==> config.mk <==
export PLATFORM = sky130hd
export DESIGN_NAME = stack_language_lexer_flat
export DESIGN_NICKNAME = d
export VERILOG_FILES = /design/src/sll_pkg.sv /design/src/sll_if.sv /design/src/stack_language_lexer.sv /design/src/sll_core.sv /design/src/sll_outbuf.sv /design/src/flat_wrapper.sv
export SDC_FILE = /design/constraint.sdc
export NUM_CORES = 1
export LEC_CHECK = 0
export ABC_AREA = 1
export BUFFER_PORTS_ARGS = -buffer_cell sky130_fd_sc_hd__buf_2
export CAP_MARGIN = 25
export CORE_MARGIN = 5
export CORE_UTILIZATION = 40
export CTS_CLUSTER_DIAMETER = 150
export DETAILED_ROUTE_END_ITERATION = 6
export SYNTH_ARGS = -nofsm -noshare
export SYNTH_HDL_FRONTEND = slang
export SYNTH_SLANG_ARGS = --single-unit
export TNS_END_PERCENT = 20
==> constraint.sdc <==
create_clock -name clk_i -period 5.4 [get_ports clk_i]
set_input_delay 1.35 -clock clk_i [delete_from_list [all_inputs] [get_ports clk_i]]
set_output_delay 1.35 -clock clk_i [all_outputs]
set_load 0.05 [all_outputs]
==> src/sll_pkg.sv <==
// Shared types, constants and character classes for the stack language lexer.
package sll_pkg;

  // Positions, lengths and ordinals share one saturating width.
  localparam int unsigned PosBits = 16;
  localparam logic [PosBits-1:0] PosMax = '1;

  // A byte causes at most three results.
  localparam int unsigned ResultsMax = 3;
  localparam int unsigned CntBits = $clog2(ResultsMax + 1);

  localparam logic [7:0] ChHash    = 8'h23;
  localparam logic [7:0] ChQuote   = 8'h22;
  localparam logic [7:0] ChNewline = 8'h0A;
  localparam logic [7:0] ChLparen  = 8'h28;
  localparam logic [7:0] ChRparen  = 8'h29;
  localparam logic [7:0] ChLbrace  = 8'h7B;
  localparam logic [7:0] ChRbrace  = 8'h7D;

  typedef enum logic [2:0] {
    KIND_NUMBER  = 3'd0,
    KIND_IDENT   = 3'd1,
    KIND_LBRACE  = 3'd2,
    KIND_RBRACE  = 3'd3,
    KIND_ASM     = 3'd4,
    KIND_INVALID = 3'd5,
    KIND_END     = 3'd6
  } kind_e;

  typedef struct packed {
    kind_e              token_kind;
    logic [PosBits-1:0] token_start;
    logic [PosBits-1:0] token_length;
    logic [7:0]         bad_char;
    logic [PosBits-1:0] token_index;
    logic               last_result;
  } token_t;

  // All results of one byte, handed to the result buffer in one go.
  typedef struct packed {
    token_t [ResultsMax-1:0] tok;
    logic [CntBits-1:0]      n;
  } batch_t;

  function automatic logic is_digit(input logic [7:0] c);
    return (c >= "0") && (c <= "9");
  endfunction

  function automatic logic is_space(input logic [7:0] c);
    return (c == " ") || ((c >= 8'd9) && (c <= 8'd13));
  endfunction

  function automatic logic is_name_char(input logic [7:0] c);
    logic hit;
    hit = ((c >= "A") && (c <= "Z")) || ((c >= "a") && (c <= "z"));
    unique case (c)
      "+", "-", "/", "*", "_", "%", "^", "|", "&", "~", "!", "<", ">", "=", ".",
      "?": hit = 1'b1;
      default: ;
    endcase
    return hit;
  endfunction

  function automatic logic [PosBits-1:0] sat_inc(input logic [PosBits-1:0] v);
    return (v == PosMax) ? v : v + 1'b1;
  endfunction

  // Clamp a value that carries one extra bit back into position range.
  function automatic logic [PosBits-1:0] sat_wide(input logic [PosBits:0] v);
    return v[PosBits] ? PosMax : v[PosBits-1:0];
  endfunction

  function automatic token_t make_token(input kind_e kind,
                                        input logic [PosBits-1:0] start,
                                        input logic [PosBits-1:0] len,
                                        input logic [7:0] bad,
                                        input logic [PosBits-1:0] idx);
    token_t t;
    t.token_kind   = kind;
    t.token_start  = start;
    t.token_length = len;
    t.bad_char     = bad;
    t.token_index  = idx;
    t.last_result  = 1'b0;
    return t;
  endfunction

endpackage

==> src/sll_if.sv <==
// Valid/ready channel interfaces for source bytes and token words.
interface sll_in_if;
  logic       valid;
  logic       ready;
  logic [7:0] text_byte;
  logic       end_of_text;

  modport source(output valid, output text_byte, output end_of_text, input ready);
  modport sink(input valid, input text_byte, input end_of_text, output ready);
endinterface

interface sll_out_if;
  import sll_pkg::*;
  logic               valid;
  logic               ready;
  kind_e              token_kind;
  logic [PosBits-1:0] token_start;
  logic [PosBits-1:0] token_length;
  logic [7:0]         bad_char;
  logic [PosBits-1:0] token_index;
  logic               last_result;

  modport source(output valid, output token_kind, output token_start,
                 output token_length, output bad_char, output token_index,
                 output last_result, input ready);
  modport sink(input valid, input token_kind, input token_start,
               input token_length, input bad_char, input token_index,
               input last_result, output ready);
endinterface

==> src/stack_language_lexer.sv <==
// Top level of the streaming stack language lexer.
// Path: an accepted byte waits in the input register, and its words then wait
//   in the result buffer until the output takes them.
// Throughput: one byte per cycle while out_o is ready and each byte yields at
//   most one word; a byte with 2 or 3 words holds the input till its last leaves.
// Reset (asynchronous, active low): idle mode, positions and count at zero,
//   input register and result buffer empty. End of text also clears state.
module stack_language_lexer (
  input logic       clk_i,
  input logic       rst_ni,
  sll_in_if.sink    in_i,
  sll_out_if.source out_o
);
  import sll_pkg::*;

  // Core to buffer: the words of the byte in the input register, and the
  // handshake that moves them. The core commits its mode, position, run
  // start and token count only on the cycle the words are loaded, so a
  // stalled output simply freezes the lexer with the byte still held.
  logic   load;
  logic   can_load;
  batch_t batch;

  // Input register plus all per-byte lexing: closing a run, lexing the byte
  // from idle, and the end-of-text flush with its end word.
  sll_core u_core (
    .clk_i      (clk_i),
    .rst_ni     (rst_ni),
    .in_i       (in_i),
    .can_load_i (can_load),
    .load_o     (load),
    .batch_o    (batch)
  );

  // Result buffer: up to three words, shifted out one per accepted word.
  // It takes a new batch when empty or when its final word leaves this cycle,
  // so single-word bytes stream back to back.
  sll_outbuf u_outbuf (
    .clk_i      (clk_i),
    .rst_ni     (rst_ni),
    .load_i     (load),
    .batch_i    (batch),
    .can_load_o (can_load),
    .out_o      (out_o)
  );

endmodule

==> src/sll_core.sv <==
// Input register, lexer mode state and per-byte token logic.
module sll_core (
  input  logic            clk_i,
  input  logic            rst_ni,
  sll_in_if.sink          in_i,
  input  logic            can_load_i,
  output logic            load_o,
  output sll_pkg::batch_t batch_o
);
  import sll_pkg::*;

  localparam logic [2:0] MODE_IDLE    = 3'd0;
  localparam logic [2:0] MODE_COMMENT = 3'd1;
  localparam logic [2:0] MODE_STRING  = 3'd2;
  localparam logic [2:0] MODE_IDENT   = 3'd3;
  localparam logic [2:0] MODE_NUMBER  = 3'd4;
  localparam logic [2:0] MODE_ASM     = 3'd5;

  logic               in_valid_q;
  logic [7:0]         byte_q;
  logic               eot_q;

  logic [2:0]         mode_q, mode_d, mode_step;
  logic [PosBits-1:0] pos_q, pos_d;
  logic [PosBits-1:0] run_q, run_d, run_step;
  logic [PosBits-1:0] tokens_q, tokens_d, cnt_tmp;
  logic               relex;
  logic [PosBits:0]   end_pos, run_len;
  token_t [ResultsMax-1:0] res;
  logic [CntBits-1:0] n;

  // Input register: the byte waits here until its words fit the result buffer.
  assign load_o     = in_valid_q && can_load_i;
  assign in_i.ready = !in_valid_q || load_o;

  always_ff @(posedge clk_i or negedge rst_ni) begin
    if (!rst_ni) begin
      in_valid_q <= 1'b0;
    end else if (in_i.valid && in_i.ready) begin
      in_valid_q <= 1'b1;
    end else if (load_o) begin
      in_valid_q <= 1'b0;
    end
  end

  always_ff @(posedge clk_i) begin
    if (in_i.valid && in_i.ready) begin
      byte_q <= in_i.text_byte;
      eot_q  <= in_i.end_of_text;
    end
  end

  always_comb begin
    mode_step = mode_q;
    run_step  = run_q;
    cnt_tmp   = tokens_q;
    relex     = 1'b0;
    n         = '0;
    res       = '0;

    // Close or continue the open run.
    unique case (mode_q)
      MODE_COMMENT: begin
        if (byte_q == ChNewline) mode_step = MODE_IDLE;
      end
      MODE_STRING: begin
        if (byte_q == ChQuote) mode_step = MODE_IDLE;
      end
      MODE_ASM: begin
        if (byte_q == ChRparen) begin
          res[n]    = make_token(KIND_ASM, run_q, pos_q - run_q, '0, cnt_tmp);
          cnt_tmp   = sat_inc(cnt_tmp);
          n         = n + CntBits'(1);
          mode_step = MODE_IDLE;
        end
      end
      MODE_IDENT: begin
        if (!is_name_char(byte_q)) begin
          res[n]    = make_token(KIND_IDENT, run_q, pos_q - run_q, '0, cnt_tmp);
          cnt_tmp   = sat_inc(cnt_tmp);
          n         = n + CntBits'(1);
          mode_step = MODE_IDLE;
          relex     = 1'b1;
        end
      end
      MODE_NUMBER: begin
        if (!is_digit(byte_q)) begin
          res[n]    = make_token(KIND_NUMBER, run_q, pos_q - run_q, '0, cnt_tmp);
          cnt_tmp   = sat_inc(cnt_tmp);
          n         = n + CntBits'(1);
          mode_step = MODE_IDLE;
          relex     = 1'b1;
        end
      end
      default: begin
        mode_step = MODE_IDLE;
        relex     = 1'b1;
      end
    endcase

    // Lex the byte from idle.
    if (relex) begin
      priority if (byte_q == ChHash) begin
        mode_step = MODE_COMMENT;
      end else if (byte_q == ChQuote) begin
        mode_step = MODE_STRING;
      end else if (is_space(byte_q)) begin
      end else if (is_name_char(byte_q)) begin
        mode_step = MODE_IDENT;
        run_step  = pos_q;
      end else if (byte_q == ChLparen) begin
        mode_step = MODE_ASM;
        run_step  = sat_inc(pos_q);
      end else if (is_digit(byte_q)) begin
        mode_step = MODE_NUMBER;
        run_step  = pos_q;
      end else if (byte_q == ChLbrace) begin
        res[n]  = make_token(KIND_LBRACE, pos_q, PosBits'(1), '0, cnt_tmp);
        cnt_tmp = sat_inc(cnt_tmp);
        n       = n + CntBits'(1);
      end else if (byte_q == ChRbrace) begin
        res[n]  = make_token(KIND_RBRACE, pos_q, PosBits'(1), '0, cnt_tmp);
        cnt_tmp = sat_inc(cnt_tmp);
        n       = n + CntBits'(1);
      end else begin
        // invalid char: reported, not counted
        res[n] = make_token(KIND_INVALID, pos_q, PosBits'(1), byte_q, cnt_tmp);
        n      = n + CntBits'(1);
      end
    end

    // End of text: flush an open run, then the end word.
    end_pos = {1'b0, pos_q} + 1'b1;
    run_len = end_pos - {1'b0, run_step};
    if (eot_q) begin
      if (mode_step == MODE_IDENT) begin
        res[n]  = make_token(KIND_IDENT, run_step, sat_wide(run_len), '0, cnt_tmp);
        cnt_tmp = sat_inc(cnt_tmp);
        n       = n + CntBits'(1);
      end else if (mode_step == MODE_NUMBER) begin
        res[n]  = make_token(KIND_NUMBER, run_step, sat_wide(run_len), '0, cnt_tmp);
        cnt_tmp = sat_inc(cnt_tmp);
        n       = n + CntBits'(1);
      end else if (mode_step == MODE_ASM) begin
        res[n]  = make_token(KIND_ASM, run_step, sat_wide(run_len), '0, cnt_tmp);
        cnt_tmp = sat_inc(cnt_tmp);
        n       = n + CntBits'(1);
      end
      res[n] = make_token(KIND_END, sat_wide(end_pos), '0, '0, cnt_tmp);
      n      = n + CntBits'(1);
    end

    for (int i = 0; i < ResultsMax; i++) begin
      res[i].last_result = (CntBits'(i) == n - CntBits'(1));
    end
  end

  assign batch_o.tok = res;
  assign batch_o.n   = n;

  // End of text returns everything to the reset state.
  assign mode_d   = eot_q ? MODE_IDLE : mode_step;
  assign pos_d    = eot_q ? '0 : sat_inc(pos_q);
  assign run_d    = eot_q ? '0 : run_step;
  assign tokens_d = eot_q ? '0 : cnt_tmp;

  always_ff @(posedge clk_i or negedge rst_ni) begin
    if (!rst_ni) begin
      mode_q   <= MODE_IDLE;
      pos_q    <= '0;
      run_q    <= '0;
      tokens_q <= '0;
    end else if (load_o) begin
      mode_q   <= mode_d;
      pos_q    <= pos_d;
      run_q    <= run_d;
      tokens_q <= tokens_d;
    end
  end

  a_eot_has_end: assert property (@(posedge clk_i) disable iff (!rst_ni)
    load_o && eot_q |-> batch_o.n != '0)
    else $error("end of text produced no end word");

  a_eot_resets: assert property (@(posedge clk_i) disable iff (!rst_ni)
    load_o && eot_q |=> pos_q == '0 && mode_q == MODE_IDLE && tokens_q == '0)
    else $error("state not cleared after end of text");

  a_byte_held: assert property (@(posedge clk_i) disable iff (!rst_ni)
    in_valid_q && !load_o |=> in_valid_q && $stable(byte_q) && $stable(eot_q))
    else $error("pending byte lost or changed");

endmodule

==> src/sll_outbuf.sv <==
// Result buffer: holds the words of one byte and hands them out in order.
module sll_outbuf (
  input  logic            clk_i,
  input  logic            rst_ni,
  input  logic            load_i,
  input  sll_pkg::batch_t batch_i,
  output logic            can_load_o,
  sll_out_if.source       out_o
);
  import sll_pkg::*;

  token_t             slot_q [ResultsMax];
  logic [CntBits-1:0] cnt_q;
  logic               pop;

  assign out_o.valid  = (cnt_q != '0);
  assign pop          = out_o.valid && out_o.ready;
  // New words may enter when the buffer is empty or drains this cycle.
  assign can_load_o   = (cnt_q == '0) || ((cnt_q == CntBits'(1)) && out_o.ready);

  assign out_o.token_kind   = slot_q[0].token_kind;
  assign out_o.token_start  = slot_q[0].token_start;
  assign out_o.token_length = slot_q[0].token_length;
  assign out_o.bad_char     = slot_q[0].bad_char;
  assign out_o.token_index  = slot_q[0].token_index;
  assign out_o.last_result  = slot_q[0].last_result;

  always_ff @(posedge clk_i or negedge rst_ni) begin
    if (!rst_ni) begin
      cnt_q <= '0;
    end else if (load_i) begin
      cnt_q <= batch_i.n;
    end else if (pop) begin
      cnt_q <= cnt_q - CntBits'(1);
    end
  end

  always_ff @(posedge clk_i) begin
    if (load_i) begin
      for (int i = 0; i < ResultsMax; i++) begin
        slot_q[i] <= batch_i.tok[i];
      end
    end else if (pop) begin
      for (int i = 0; i < ResultsMax - 1; i++) begin
        slot_q[i] <= slot_q[i+1];
      end
    end
  end

  a_load_when_free: assert property (@(posedge clk_i) disable iff (!rst_ni)
    load_i |-> cnt_q == '0 || (cnt_q == CntBits'(1) && pop))
    else $error("load over undelivered words");

  a_tail_is_last: assert property (@(posedge clk_i) disable iff (!rst_ni)
    cnt_q == CntBits'(1) |-> slot_q[0].last_result)
    else $error("final buffered word not marked last");

  a_load_shows: assert property (@(posedge clk_i) disable iff (!rst_ni)
    load_i && batch_i.n != '0 |=> out_o.valid)
    else $error("loaded words not presented");

endmodule
==> src/flat_wrapper.sv <==
// flat-port wrapper written by rule: the top's interface ports become plain ports
module stack_language_lexer_flat import sll_pkg::*;
  (clk_i, rst_ni, in_i_valid, in_i_text_byte, in_i_end_of_text, in_i_ready, out_o_valid, out_o_token_kind, out_o_token_start, out_o_token_length, out_o_bad_char, out_o_token_index, out_o_last_result, out_o_ready);
  sll_in_if in_i_i ();
  sll_out_if out_o_i ();
  input logic clk_i;
  input logic rst_ni;
  input wire logic [$bits(in_i_i.valid)-1:0] in_i_valid;
  input wire logic [$bits(in_i_i.text_byte)-1:0] in_i_text_byte;
  input wire logic [$bits(in_i_i.end_of_text)-1:0] in_i_end_of_text;
  output wire logic [$bits(in_i_i.ready)-1:0] in_i_ready;
  output wire logic [$bits(out_o_i.valid)-1:0] out_o_valid;
  output wire logic [$bits(out_o_i.token_kind)-1:0] out_o_token_kind;
  output wire logic [$bits(out_o_i.token_start)-1:0] out_o_token_start;
  output wire logic [$bits(out_o_i.token_length)-1:0] out_o_token_length;
  output wire logic [$bits(out_o_i.bad_char)-1:0] out_o_bad_char;
  output wire logic [$bits(out_o_i.token_index)-1:0] out_o_token_index;
  output wire logic [$bits(out_o_i.last_result)-1:0] out_o_last_result;
  input wire logic [$bits(out_o_i.ready)-1:0] out_o_ready;
  assign in_i_i.valid = in_i_valid;
  assign in_i_i.text_byte = in_i_text_byte;
  assign in_i_i.end_of_text = in_i_end_of_text;
  assign in_i_ready = in_i_i.ready;
  assign out_o_valid = out_o_i.valid;
  assign out_o_token_kind = out_o_i.token_kind;
  assign out_o_token_start = out_o_i.token_start;
  assign out_o_token_length = out_o_i.token_length;
  assign out_o_bad_char = out_o_i.bad_char;
  assign out_o_token_index = out_o_i.token_index;
  assign out_o_last_result = out_o_i.last_result;
  assign out_o_i.ready = out_o_ready;
  stack_language_lexer u_core (.clk_i(clk_i), .rst_ni(rst_ni), .in_i(in_i_i), .out_o(out_o_i));
endmodule
==> flow_metrics.env, run 1 <==
export IMPL_htree_levels=1
export IMPL_cts_buffer_depth=3
export IMPL_reg2reg_setup_slack_ns=0.15
export IMPL_ys_types=61
export IMPL_synth_seq_cells=235
export IMPL_numCtsBuffers=29
export IMPL_core_um2=41800
export IMPL_worstHoldPathType="flip-flop to flip-flop"
export IMPL_arrival_ns=5.54
export IMPL_dieArea_um2=46300
export IMPL_layout_drive_gt1_share=0.185
export IMPL_insertedDiodeCount=0
export IMPL_cp_common_cell="nand2_1"
export IMPL_globalplace_congestion=0.983
export IMPL_clock_sinks=235
export IMPL_cap_violations=0
export IMPL_mostFrequentLayoutCells="410 x nand2_1, 232 x inv_1, 215 x nor2_1"
export IMPL_synth_nets=2266
export IMPL_synth_area_leaders="edfxtp_1 32%, nand2_1 9.3%, dfrtp_1 8.0%"
export IMPL_ys_warn_count=0
export IMPL_drcViolationCount=3
export IMPL_fillers=4141
export IMPL_vias_per_cell=5.75
export IMPL_synth_largest_area_cell="edfxtp_1"
export IMPL_grt_antenna_before_repair=0
export IMPL_start_util=0.403
export IMPL_cts_tree="done"
export IMPL_hold_buffers=0
export IMPL_first_iter_violations=1916
export IMPL_fmax_ghz=0.191
export IMPL_status="finished with violations"
export IMPL_grt_pass1_vias=16100
export IMPL_clkLatencyLatePin_ns=0.57
export IMPL_cts_root_buf="clkbuf_16"
export IMPL_ios=75
export IMPL_drv_slew=0
export IMPL_syn_to_final_growth_pct=16.3
export IMPL_grt_setup_unrepaired="true"
export IMPL_hpwl_um=43400
export IMPL_critPathMaxFanout=8
export IMPL_critPathRequiredTime_ns=5.69
export IMPL_slowest_stage="or3_4"
export IMPL_synth_top_area_frac=0.323
export IMPL_yosysSeqAreaShare=0.403
export IMPL_period_share=0.972
export IMPL_grt_max_degree=90
export IMPL_netlist_area_um2=16800
export IMPL_rows=75
export IMPL_slowest_delay_ns=0.41
export IMPL_portBuffers=74
export IMPL_ant_nets=0
export IMPL_routed_wl_um=63100
export IMPL_grt_pass1_wl_um=95700
export IMPL_routed_via_count=16500
export IMPL_synth_edff_count=181
export IMPL_start_kind="flip-flop"
export IMPL_die_h_um=215
export IMPL_netlist_instances=2206
export IMPL_layout_commonest_cell="nand2_1"
export IMPL_die_x_um=215
export IMPL_syn_avg_cell_area_um2=7.63
export IMPL_grt_total_usage=0.262
export IMPL_placed_area_um2=18300
export IMPL_design_area_um2=19600
export IMPL_tightest_slew_ns=1.11
export IMPL_cp_end_kind="flip-flop"
export IMPL_clock_skew_ns=0.0101
export IMPL_firstDrtPassIters=7
export IMPL_ys_async_sr_fraction=0.230
export IMPL_period_minus_slack_ns=5.25
export IMPL_violations="design-rule violations"
export IMPL_hold_viol=0
export IMPL_synthFlopType="edfxtp_1"
export IMPL_nets=2373
export IMPL_clk_pin_slew_ns=0.06
export IMPL_relSlewSlack=0.257
export IMPL_grt_overflow=0
export IMPL_worstSetupPathType="flip-flop to flip-flop"
export IMPL_wl_per_cell_um=21.9
export IMPL_setup_viol=0
## critical path: cells and delay by family, from the launching register on
family / cells / cell delay, ns
buffers and inverters: 6 / 0.74
DFF: 1 / 0.38
adders and majority gates: 2 / 0.53
and+or+nand+nor: 15 / 1.79
AOI/OAI and AO/OA: 11 / 1.51
## cells in the mapped netlist (7+ instances only)
library cell / instances
nand2_1: 418
inv_1: 241
nor2_1: 229
edfxtp_1: 181
a21oi_1: 152
nand3_1: 133
o21ai_0: 128
o22ai_1: 104
clkbuf_1: 80
buf_4: 60
dfrtp_1: 54
ha_1: 45
o21ai_1: 39
nor3_1: 36
xor2_1: 30
a31oi_1: 27
nand2_2: 19
nand4_1: 19
inv_2: 15
a22oi_1: 14
buf_1: 11
nor2_2: 11
o211ai_1: 11
o311ai_0: 11
nand3_2: 10
or2_2: 9
nor2_4: 8
nor4_1: 8
o21bai_1: 8
o221ai_1: 8
clkinv_1: 7
## layer usage
layer | vias to the layer above | share of wire | global-route usage | wire length, um
li1 | 7768 | - | - | -
met1 | 7915 | 0.41 | 0.335 | 25700
met2 | 671 | 0.47 | 0.438 | 29600
met3 | 162 | 0.073 | 0.0456 | 4610
met4 | 0 | 0.050 | 0.112 | 3180
met5 | - | 0 | 0 | 0
## layout make-up
type | instances | area [um2] | share of cell area
Sequential cell | 235 | 6790 | 0.347
Timing Repair Buffer | 239 | 1680 | 0.0857
Tap cell | 539 | 674 | 0.0344
Clock buffer | 34 | 764 | 0.0390
Clock inverter | 19 | 254 | 0.0130
Multi-Input combinational cell | 1544 | 8420 | 0.430
Inverter | 264 | 1000 | 0.0511
## flip-flops by register name, indices dropped and copies added (netlist names)
name,cells
u_core.u_core.tokens_q,16
u_core.u_outbuf.slot_q,172
u_core.u_core.mode_q,3
u_core.u_core.byte_q,8
u_core.u_core.eot_q,1
u_core.u_core.run_q,16
u_core.u_core.pos_q,16
u_core.u_outbuf.cnt_q,2
u_core.u_core.in_valid_q,1
## through the flow
step	utilization	hold WS (ns)	TNS [ns]	setup slack [ns]	instances
after floorplan	-	0.493	0	0.00585	2206
after global placement	0.437	0.502	-0.661	-0.116	2810
after detailed placement	0.437	0.502	-1.91	-0.179	2810
after CTS	0.462	0.515	0	0.000886	2863
after global routing	0.469	0.541	-2.70	-0.171	2874
final	0.469	0.519	0	0.152	2874
## what timing repair did
item / 4_1_cts / 5_1_grt
gates cloned: 0 / 0
buffers inserted: 0 / 11
gates resized for setup: 9 / 69
pin swaps: 3 / 38
setup endpoints to repair: 31 / 56
## path summary, 6_finish.rpt
check                                         startpoint  cells past startpoint                             to
setup / recovery                  u_core.u_core.pos_q[0]                     34  u_core.u_outbuf.slot_q[0][29]
hold / removal             u_core.u_outbuf.slot_q[0][87]                      2  u_core.u_outbuf.slot_q[0][27]
setup reg to reg                  u_core.u_core.pos_q[0]                     34  u_core.u_outbuf.slot_q[0][29]
hold reg to reg            u_core.u_outbuf.slot_q[0][87]                      2  u_core.u_outbuf.slot_q[0][27]
max in group asynchronous                         rst_ni                      2      u_core.u_core.tokens_q[4]
min in group asynchronous                         rst_ni                      1        u_core.u_core.run_q[11]
## kinds of logic after synthesis
family	Yosys count	share of synthesized area
buffers and inverters	427	0.112
adders and majority gates	47	0.0358
xor gates and xnor gates	33	0.0172
AOI/OAI and AO/OA	546	0.190
and+or+nand+nor	918	0.242
DFF	235	0.403
Power of run 1 is left out: the tool's default activity adds up to more than one toggle a clock period on the data nets, which glitch-free logic cannot reach.
==> run 2: changes to the inputs <==
--- a/config.mk
+++ b/config.mk
@@ -8,7 +8,6 @@
 export ABC_AREA = 1
 export BUFFER_PORTS_ARGS = -buffer_cell sky130_fd_sc_hd__buf_2
 export CAP_MARGIN = 25
-export CORE_MARGIN = 5
 export CORE_UTILIZATION = 40
 export CTS_CLUSTER_DIAMETER = 150
 export DETAILED_ROUTE_END_ITERATION = 6
==> constraint.sdc (replaced) <==
create_clock -name clk_i -period 6.5 [get_ports clk_i]
set_input_delay 1.625 -clock clk_i [delete_from_list [all_inputs] [get_ports clk_i]]
set_output_delay 1.625 -clock clk_i [all_outputs]
set_load 0.05 [all_outputs]
==> flow_metrics.env, run 2 (same netlist as run 1, synthesis figures left out) <==
export IMPL_grt_pass1_vias=15600
export IMPL_layout_commonest_cell="nand2_1"
export IMPL_slowest_delay_ns=0.73
export IMPL_core_um2=41200
export IMPL_routed_via_count=16300
export IMPL_start_kind="flip-flop"
export IMPL_largest_register_ffs=172
export IMPL_hold_viol=0
export IMPL_path_buf_inv=6
export IMPL_die_x_um=207
export IMPL_arrival_ns=6.54
export IMPL_layout_drive_gt1_share=0.129
export IMPL_grt_setup_unrepaired="true"
export IMPL_globalplace_congestion=0.981
export IMPL_insertedDiodeCount=0
export IMPL_top_register="u_core.u_outbuf.slot_q"
export IMPL_htree_levels=1
export IMPL_hold_path_depth=2
export IMPL_first_iter_violations=1518
export IMPL_worstSetupPathType="flip-flop to flip-flop"
export IMPL_grt_overflow=0
export IMPL_numCtsBuffers=29
export IMPL_grt_antenna_before_repair=0
export IMPL_nets=2274
export IMPL_start_util=0.409
export IMPL_routed_wl_um=61500
export IMPL_drv_slew=0
export IMPL_ant_nets=0
export IMPL_crit_family="simple AND/OR/NAND/NOR gates"
export IMPL_dieArea_um2=42900
export IMPL_hold_buffers=0
export IMPL_fmax_ghz=0.163
export IMPL_cp_end_kind="flip-flop"
export IMPL_firstDrtPassIters=7
export IMPL_clk_pin_slew_ns=0.06
export IMPL_ios=75
export IMPL_portBuffers=74
export IMPL_mostFrequentLayoutCells="418 x nand2_1, 238 x inv_1, 225 x nor2_1"
export IMPL_critPathRequiredTime_ns=6.91
export IMPL_clkLatencyLatePin_ns=0.59
export IMPL_grt_total_usage=0.282
export IMPL_die_h_um=207
export IMPL_setup_viol=0
export IMPL_grt_max_degree=94
export IMPL_rows=74
export IMPL_clock_sinks=235
export IMPL_relSlewSlack=0.297
export IMPL_fillers=4155
export IMPL_syn_to_final_growth_pct=10.1
export IMPL_wl_per_cell_um=22.2
export IMPL_cp_depth=26
export IMPL_worstHoldPathType="flip-flop to flip-flop"
export IMPL_timing_hold_ws_ns=0.521
export IMPL_grt_pass1_wl_um=93500
export IMPL_cts_root_buf="clkbuf_16"
export IMPL_cts_tree="done"
export IMPL_status="finished, final reports clean"
export IMPL_cp_common_cell="nand2_1"
export IMPL_vias_per_cell=5.88
export IMPL_period_minus_slack_ns=6.13
export IMPL_setup_tns_ns=0
export IMPL_period_share=0.943
export IMPL_cap_violations=0
export IMPL_drcViolationCount=0
export IMPL_critPathMaxFanout=17
export IMPL_rr_worst_depth=26
export IMPL_cts_buffer_depth=3
export IMPL_hpwl_um=42400
export IMPL_slowest_stage="nor2_1"
export IMPL_tightest_slew_ns=1.04
export IMPL_clock_skew_ns=0.0351
-- run 2: path summary, 6_finish.rpt --
check	start	to	slack, ns
max	u_core.u_core.byte_q[0]	u_core.u_outbuf.slot_q[0][13]	0.37
min	u_core.u_outbuf.slot_q[1][38]	u_core.u_outbuf.slot_q[0][98]	0.52
max reg2reg	u_core.u_core.byte_q[0]	u_core.u_outbuf.slot_q[0][13]	0.37
min reg2reg	u_core.u_outbuf.slot_q[1][38]	u_core.u_outbuf.slot_q[0][98]	0.52
max in group asynchronous	rst_ni	u_core.u_core.pos_q[15]	4.63
min in group asynchronous	rst_ni	u_core.u_core.mode_q[1]	1.25
-- run 2: tightest hold or removal path, stage by stage, from the launching register on --
cell,delay [ns]
edfxtp_1,0.31
nand2_1,0.05
o21ai_0,0.06
-- run 2: per-layer routing --
metal / global-route usage / share of wire / vias up
met4: 0.124 / 0.046 / 0
met2: 0.463 / 0.46 / 765
met5: 0 / 0 / -
met1: 0.371 / 0.42 / 7786
met3: 0.0364 / 0.072 / 155
li1: - / - / 7569
-- run 2: what timing repair did --
action | in CTS | in global routing
setup buffers | 0 | 4
setup endpoints to repair | 0 | 46
gates resized for setup | 0 | 11
-- run 2: cell type report --
type	count	area, um2	area share
Clock inverter	18	200	0.0108
Clock buffer	35	798	0.0430
Tap cell	532	666	0.0359
Multi-Input combinational cell	1544	8210	0.443
Inverter	264	998	0.0538
Sequential cell	235	6790	0.366
Timing Repair Buffer	140	886	0.0478
-- run 2: through the flow --
| step | std cells | instance area (um2) | util | setup WS (ns) |
|---|---|---|---|---|
| detailed placement | 2710 | 17500 | 0.424 | 0.232 |
| CTS | 2763 | 18500 | 0.449 | 0.203 |
| floorplan | 2206 | 16800 | - | 0.687 |
| finish | 2768 | 18500 | 0.450 | 0.370 |
| global placement | 2709 | 17500 | 0.424 | 0.368 |
| global route | 2768 | 18500 | 0.450 | -0.00640 |
Power of run 2 is left out for the same reason.
